### src/design/fpa_pkg.sv
package fpa_pkg;

   localparam int unsigned MANT_W = 26;   // signed mantissa after sign apply
   localparam int unsigned SUM_W  = 27;   // aligned sum with two sign bits
   localparam int unsigned NORM_W = 25;   // normalize window, leading one at top
   localparam logic [7:0]  INT_EXP = 8'd150;

   typedef struct packed {
      logic        want_int;
      logic        bypass;
      logic [31:0] bypass_val;
      logic [7:0]  e0;
   } meta_type;

endpackage

### src/design/fpa_align.sv
module fpa_align (
   input  logic                           clock,
   input  logic                           reset,
   input  logic                           advance,
   input  logic                           in_valid,
   input  logic [31:0]                    x_operand,
   input  logic [31:0]                    y_operand,
   input  logic                           x_is_integer,
   input  logic                           want_integer,
   output logic                           sum_valid,
   output fpa_pkg::meta_type              sum_meta,
   output logic [fpa_pkg::SUM_W-1:0]      sum_value
);

   logic                                 xs, ys;
   logic [24:0]                          xm, ym;
   logic [7:0]                           xe, ye, diff;
   logic signed [fpa_pkg::MANT_W-1:0]    x0_in, y0_in;
   logic                                 swap_in;
   logic [4:0]                           sh_in;
   fpa_pkg::meta_type                    meta_in;

   logic                                 s1_valid_ff;
   fpa_pkg::meta_type                    s1_meta_ff;
   logic signed [fpa_pkg::MANT_W-1:0]    s1_x0_ff, s1_y0_ff;
   logic                                 s1_swap_ff, s1_xs_ff, s1_ys_ff;
   logic [4:0]                           s1_sh_ff;

   logic signed [fpa_pkg::MANT_W-1:0]    x3, y3;
   logic [fpa_pkg::SUM_W-1:0]            sum_in;

   logic                                 s2_valid_ff;
   fpa_pkg::meta_type                    s2_meta_ff;
   logic [fpa_pkg::SUM_W-1:0]            s2_sum_ff;

   always_comb begin
      xs = x_operand[31];
      ys = y_operand[31];
      xm = {1'b1, x_operand[22:0], 1'b0};
      ym = {~x_is_integer & ~want_integer, y_operand[22:0], 1'b0};
      if (x_is_integer) begin
         xe    = fpa_pkg::INT_EXP;
         x0_in = {x_operand[23], x_operand[23:0], 1'b0};
      end else begin
         xe    = x_operand[30:23];
         x0_in = xs ? -$signed({1'b0, xm}) : $signed({1'b0, xm});
      end
      ye    = y_operand[30:23];
      y0_in = ys ? -$signed({1'b0, ym}) : $signed({1'b0, ym});
      swap_in = ye > xe;
      diff    = swap_in ? ye - xe : xe - ye;
      sh_in   = (diff > 8'd31) ? 5'd31 : diff[4:0];
      meta_in.want_int   = want_integer;
      meta_in.e0         = swap_in ? ye : xe;
      meta_in.bypass     = 1'b0;
      meta_in.bypass_val = '0;
      if (x_operand[30:0] == '0) begin
         meta_in.bypass     = 1'b1;
         meta_in.bypass_val = x_is_integer ? 32'd0 : y_operand;
      end else if (y_operand[30:0] == '0) begin
         meta_in.bypass     = 1'b1;
         meta_in.bypass_val = x_operand;
      end
   end

   always_ff @(posedge clock) begin
      if (reset) begin
         s1_valid_ff <= 1'b0;
      end else if (advance) begin
         s1_valid_ff <= in_valid;
      end
      if (advance) begin
         s1_meta_ff <= meta_in;
         s1_x0_ff   <= x0_in;
         s1_y0_ff   <= y0_in;
         s1_swap_ff <= swap_in;
         s1_sh_ff   <= sh_in;
         s1_xs_ff   <= xs;
         s1_ys_ff   <= ys;
      end
   end

   // shift the smaller operand; wide shifts leave only sign copies
   always_comb begin
      x3 = s1_swap_ff ? (s1_x0_ff >>> s1_sh_ff) : s1_x0_ff;
      y3 = s1_swap_ff ? s1_y0_ff : (s1_y0_ff >>> s1_sh_ff);
      sum_in = {s1_xs_ff, s1_xs_ff, x3[24:0]} + {s1_ys_ff, s1_ys_ff, y3[24:0]};
   end

   always_ff @(posedge clock) begin
      if (reset) begin
         s2_valid_ff <= 1'b0;
      end else if (advance) begin
         s2_valid_ff <= s1_valid_ff;
      end
      if (advance) begin
         s2_meta_ff <= s1_meta_ff;
         s2_sum_ff  <= sum_in;
      end
   end

   assign sum_valid = s2_valid_ff;
   assign sum_meta  = s2_meta_ff;
   assign sum_value = s2_sum_ff;

endmodule

### src/design/fpa_norm.sv
module fpa_norm (
   input  logic                           clock,
   input  logic                           reset,
   input  logic                           advance,
   input  logic                           sum_valid,
   input  fpa_pkg::meta_type              sum_meta,
   input  logic [fpa_pkg::SUM_W-1:0]      sum_value,
   output logic                           out_valid,
   output logic [31:0]                    out_result
);

   logic [fpa_pkg::SUM_W-1:0]      mag, s_val;
   logic [4:0]                     lz_in;

   logic                           s3_valid_ff;
   fpa_pkg::meta_type              s3_meta_ff;
   logic                           s3_sign_ff;
   logic [fpa_pkg::NORM_W-1:0]     s3_t3_ff;
   logic [4:0]                     s3_lz_ff;
   logic [25:0]                    s3_int_ff;

   logic [fpa_pkg::NORM_W-1:0]     t3n;
   logic [9:0]                     e1;
   logic [31:0]                    result_in;

   logic                           s4_valid_ff;
   logic [31:0]                    s4_result_ff;

   // round by adding one; the search skips bit 0, which only matters when all else is zero
   always_comb begin
      mag   = sum_value[26] ? (~sum_value + 27'd1) : sum_value;
      s_val = mag + 27'd1;
      lz_in = 5'd24;
      for (int i = 1; i < fpa_pkg::NORM_W; i++) begin
         if (s_val[i + 1]) begin
            lz_in = 5'(24 - i);
         end
      end
   end

   always_ff @(posedge clock) begin
      if (reset) begin
         s3_valid_ff <= 1'b0;
      end else if (advance) begin
         s3_valid_ff <= sum_valid;
      end
      if (advance) begin
         s3_meta_ff <= sum_meta;
         s3_sign_ff <= sum_value[26];
         s3_t3_ff   <= s_val[25:1];
         s3_lz_ff   <= lz_in;
         s3_int_ff  <= sum_value[26:1];
      end
   end

   always_comb begin
      t3n = s3_t3_ff << s3_lz_ff;
      e1  = {2'b00, s3_meta_ff.e0} + 10'd1 - {5'd0, s3_lz_ff};
      if (s3_meta_ff.want_int) begin
         result_in = {{6{s3_int_ff[25]}}, s3_int_ff};
      end else if (s3_meta_ff.bypass) begin
         result_in = s3_meta_ff.bypass_val;
      end else if (t3n == '0 || e1[8]) begin
         result_in = 32'd0;
      end else begin
         result_in = {s3_sign_ff, e1[7:0], t3n[23:1]};
      end
   end

   always_ff @(posedge clock) begin
      if (reset) begin
         s4_valid_ff <= 1'b0;
      end else if (advance) begin
         s4_valid_ff <= s3_valid_ff;
      end
      if (advance) begin
         s4_result_ff <= result_in;
      end
   end

   assign out_valid  = s4_valid_ff;
   assign out_result = s4_result_ff;

endmodule

### src/design/float_adder_with_conversions_top.sv
// Simplified single-precision adder with integer conversions.
// Request channel: req_valid/req_ready carry two 32-bit operands and two
// mode flags. req_x_is_integer reads x as a 24-bit signed integer with a
// fixed exponent; req_want_integer returns the aligned sum as an integer.
// Response channel: rsp_valid/rsp_ready carry one 32-bit rsp_result per
// request, in request order.
// Four register stages: decode and exponent compare, align and add,
// round and leading-one search, normalize and pack. The last stage is
// the output register. rsp_valid rises when the request reaches it.
// One request is accepted every cycle while responses are taken.
// When the receiver holds rsp_ready low with a response waiting, the
// whole pipeline freezes and req_ready drops; nothing is lost or repeated.
// Synchronous reset empties the pipeline; no response is pending after it.
module float_adder_with_conversions_top (
   input  logic        clock,
   input  logic        reset,
   input  logic        req_valid,
   output logic        req_ready,
   input  logic [31:0] req_x_operand,
   input  logic [31:0] req_y_operand,
   input  logic        req_x_is_integer,
   input  logic        req_want_integer,
   output logic        rsp_valid,
   input  logic        rsp_ready,
   output logic [31:0] rsp_result
);

   logic                           advance;
   logic                           sum_valid;
   fpa_pkg::meta_type              sum_meta;
   logic [fpa_pkg::SUM_W-1:0]      sum_value;

   assign advance   = ~rsp_valid | rsp_ready;
   assign req_ready = advance;

   fpa_align u_align (
      .clock        (clock),
      .reset        (reset),
      .advance      (advance),
      .in_valid     (req_valid),
      .x_operand    (req_x_operand),
      .y_operand    (req_y_operand),
      .x_is_integer (req_x_is_integer),
      .want_integer (req_want_integer),
      .sum_valid    (sum_valid),
      .sum_meta     (sum_meta),
      .sum_value    (sum_value)
   );

   fpa_norm u_norm (
      .clock      (clock),
      .reset      (reset),
      .advance    (advance),
      .sum_valid  (sum_valid),
      .sum_meta   (sum_meta),
      .sum_value  (sum_value),
      .out_valid  (rsp_valid),
      .out_result (rsp_result)
   );

   a_reset_empty : assert property (@(posedge clock) reset |=> !rsp_valid)
      else $error("response pending after reset");

   a_hold : assert property (@(posedge clock) disable iff (reset)
      rsp_valid && !rsp_ready |=> rsp_valid && $stable(rsp_result))
      else $error("stalled response changed");

   a_ready : assert property (@(posedge clock) disable iff (reset)
      rsp_valid && !rsp_ready |-> !req_ready)
      else $error("request accepted during stall");

endmodule
### config.mk
export PLATFORM = sky130hd
export DESIGN_NAME = float_adder_with_conversions_top
export DESIGN_NICKNAME = d
export VERILOG_FILES = /design/src/design/fpa_pkg.sv /design/src/design/fpa_align.sv /design/src/design/fpa_norm.sv /design/src/design/float_adder_with_conversions_top.sv
export SDC_FILE = /design/constraint.sdc
export NUM_CORES = 1
export LEC_CHECK = 0
export BUFFER_PORTS_ARGS = -buffer_cell sky130_fd_sc_hd__clkbuf_2
export CAP_MARGIN = 25
export CELL_PAD_IN_SITES_DETAIL_PLACEMENT = 0
export CELL_PAD_IN_SITES_GLOBAL_PLACEMENT = 1
export CORE_MARGIN = 10
export CORE_UTILIZATION = 30
export DETAILED_ROUTE_END_ITERATION = 10
export PLACE_DENSITY_LB_ADDON = 0.12
export SYNTH_ARGS = -nofsm -noshare
export SYNTH_HDL_FRONTEND = slang
export SYNTH_SLANG_ARGS = --single-unit
### constraint.sdc
create_clock -name clock -period 16.55 [get_ports clock]
set_input_delay 1.655 -clock clock [delete_from_list [all_inputs] [get_ports clock]]
set_output_delay 1.655 -clock clock [all_outputs]
set_load 0.005 [all_outputs]
==> results.py <==
metrics = {
    "setup_path": {
        "cp-end-kind": "register",
        "r2r-start": "u_align.s1_sh_ff[0]",
        "r2r_slack_ps": 10690,
        "crit_type": "register to register",
        "cpMostUsedCell": "a21oi_1",
        "arrival_ps": 6160,
        "slowest_delay_ps": 650,
        "crit_path_start_kind": "register",
        "critPathSlowestCell": "clkinv_1",
        "crit_path_cell_trace": "buf_4, clkinv_1, o21ai_0, nor2_1, a311oi_1, a21oi_1, nor2_1, a21oi_1, mux2_2, ha_1, o21ai_0, a21boi_0, o21bai_1, a21oi_1, o2111ai_1, a2111oi_0, o31ai_1, a21oi_1, o22ai_1",
        "path_buf_inv": 2,
        "worstPathRequired_ps": 16850,
        "worstPathMaxFanout": 54,
        "crit_family": "compound AO/OA/AOI/OAI gates",
        "timing.rr.end": "u_align.sum_value[26]",
        "reg2regPathDepth": 19,
    },
    "clocking": {
        "insertion_delay_ps": 550,
        "cts_resized": 0,
        "path_clk_slew_ps": 50,
        "cts_setup_buffers": 0,
        "cts_tree": "done",
        "holdBufCountCts": 0,
        "cts-root-buf": "clkbuf_16",
        "cts_buffers": 37,
        "htree_levels": 2,
        "cts_num_sinks": 303,
        "cts_buffer_depth": 3,
    },
    "min_path": {
        "hold_class": "register to register",
        "hp-start": "u_align.sum_meta[39]",
        "holdPathStages": 0,
        "min_to": "u_norm.s3_meta_ff[39]",
    },
    "synthesis": {
        "synthFlopType": "edfxtp_1",
        "synth.area.top_cells": "edfxtp_1 45%, mux4_2 5.3%, nand2_1 4.1%, ha_1 3.5%, xnor2_1 3.5%",
        "synth_edf_count": 299,
        "yosysUniqueCellTypes": 94,
        "synth_seq_area_share_pct": 45.76,
        "synth_fp_nets": 2007,
        "synth-simple-area-share_pct": 13.59,
        "synthCells": 1877,
        "synthTopCellsByCount": "299 x edfxtp_1, 216 x nand2_1, 132 x o21ai_0",
        "synth_top_family_by_area": "compound AO/OA/AOI/OAI gates",
        "ys_seq_elements": 303,
        "synth_fa_ha_area_share_pct": 3.944,
        "yosys.area.top_type": "edfxtp_1",
        "syn_avg_cell_area_um2": 10.55,
        "async_flop_share_pct": 0,
        "yosysWarnings": 0,
        "syn_area_mm2": 0.01980,
        "netlist.area_leader.share_pct": 45.35,
        "muxShareOfSynthArea_pct": 9.980,
        "synth-xor-area-share_pct": 5.429,
        "synth_compound_area_share_pct": 17.24,
        "yosysMostFrequentCell": "edfxtp_1",
    },
    "power_and_ir_drop": {
        "p_leak_nw": 8.543,
        "ir_drop_v": 0.00006005,
        "total_power_mw": 3.584,
        "power_density_mw_per_mm2": 159.8,
    },
    "route": {
        "drtIter0Drc": 1128,
        "dr_wl_met2_um": 31280,
        "dr.max_layer_used": "met4",
        "drc": 0,
        "wl_met1_um": 28750,
        "avgViaCountPerCell": 5.286,
        "drt-pass1-iter-count": 5,
        "routed-wl-met3_um": 2151,
        "ant_nets": 0,
        "wl_um": 64160,
        "wl_per_cell_um": 22.73,
        "via_count": 14921,
    },
    "timing": {
        "setup_violations": 0,
        "clock-skew-final_ps": 12.34,
        "fin_setup_tns_ps": 0,
        "hold_viol_final": 0,
        "fin_crit_sh_pct": 35.43,
        "fmax_ghz": 0.1705,
        "slew_headroom_pct": 35.84,
        "worst_pin_slew_ps": 960.4,
        "period_minus_slack_ps": 5864,
        "finalWorstSetupSlack_ps": 10690,
        "rsz0062_at_grt": "false",
        "drv_slew": 0,
    },
    "floorplan": {
        "ios": 104,
        "die_w_um": 276.9,
        "row_count": 94,
        "chipHeight_um": 276.9,
        "dieArea_mm2": 0.07666,
        "core_area_mm2": 0.06563,
        "initial_utilization_pct": 30.16,
    },
    "cells_and_area": {
        "final_nets": 2060,
        "drive_above_1_share_pct": 15.88,
        "num_antenna_cells": 0,
        "fin_util_pct": 34.17,
        "syn_to_final_growth_pct": 13.29,
    },
    "global_routing": {
        "grt_pass1_vias": 14677,
        "grt_max_degree": 80,
        "antenna_found_initial": 1,
        "grtUsageTotal_pct": 16.22,
        "gr-total-overflow": 0,
        "grt_pass1_wl_um": 96300,
    },
    "job": {
        "drv_cap": 0,
    },
    "placement": {
        "dpl.hpwl_um": 48820,
        "globalplace.congestion": 0.8845,
        "dp_slack_ps": 10810,
        "numPortBuffers": 103,
    },
    "run_status": {
        "outcome": "finished clean",
    },
}
## metrics by stage
stage | cell area [um^2] | hold slack, ps | cells
3_5_place_dp | 21080 | 404.5 | 2754
4_1_cts | 22400 | 411.2 | 2822
5_1_grt | 22430 | 419.2 | 2823
6_report | 22430 | 413.4 | 2823
2_1_floorplan | 19800 | 400.3 | 1877
3_3_place_gp | 21080 | 401.6 | 2754
## sequential cells by signal, indices dropped and copies added, names as in the netlist
signal,cells
u_align.s1_meta_ff,42
u_align.sum_meta,42
u_norm.s3_meta_ff,42
u_norm.out_result,32
u_align.sum_value,27
u_norm.s3_int_ff,26
u_align.s1_x0_ff,25
u_align.s1_y0_ff,25
u_norm.s3_t3_ff,25
u_align.s1_sh_ff,5
u_norm.s3_lz_ff,5
u_align.s1_swap_ff,1
u_align.s1_valid_ff,1
u_align.s1_xs_ff,1
u_align.s1_ys_ff,1
u_align.sum_valid,1
u_norm.out_valid,1
u_norm.s3_valid_ff,1
## worst max path at each step
stage                             to  cells after the start  slack [ps]                 from
5_1_grt        u_align.sum_value[26]                     19       10040  u_align.s1_sh_ff[0]
4_1_cts        u_align.sum_value[26]                     19       10750  u_align.s1_sh_ff[0]
6_report       u_align.sum_value[26]                     19       10690  u_align.s1_sh_ff[0]
3_5_place_dp   u_align.sum_value[26]                     19       10810  u_align.s1_sh_ff[0]
3_3_place_gp   u_align.sum_value[26]                     19       10760  u_align.s1_sh_ff[0]
2_1_floorplan              req_ready                      2        4880            rsp_ready
## layout make-up
cell class	instances	area [um^2]
Fill cell	6654	43200
Tap cell	864	1081
Timing Repair Buffer	128	723.2
Clock inverter	22	335.3
Sequential cell	303	9059
Clock buffer	46	980.9
Multi-Input combinational cell	1382	9955
Inverter	78	292.8
## placed cells by master (no fill, tap or decap), drive strengths merged, types with 12 or more instances in the layout
master	n
a211oi	26
nand3	28
nor2b	15
inv	79
nor4	16
nand2b	33
a21oi	123
nor2	126
o22ai	12
mux4	47
xor2	43
buf	25
nand2	216
a31oi	30
o211ai	13
ha	56
mux2i	53
o31ai	27
a21o	15
o21ai	135
mux2	34
clkbuf	149
or3	13
and3	12
nor3	40
xnor2	78
edfxtp	299
a22o	33
## where the power goes
group	switching (mW)	total, mW	internal, mW
combinational	0.851	1.43	0.581
clock	0.338	0.876	0.538
sequential	0.196	1.28	1.08
## routing by layer
metal  vias up  GRT usage (%)
met5         -              0
li1       7182              -
met3        84          1.815
met4         0          5.310
met2       328          27.43
met1      7327          21.27
## logic make-up (layout without fill, tap and decap cells)
logic type | after synthesis | after routing
adders and majority gates | 60 | 60
muxes | 134 | 134
AOI/OAI and AO/OA | 510 | 510
and+or+nand+nor | 556 | 556
DFF | 303 | 303
other | 1 | 1
buffers and inverters | 192 | 274
xor gates and xnor gates | 121 | 121
Note: power is estimated with default switching activity, not from simulation.
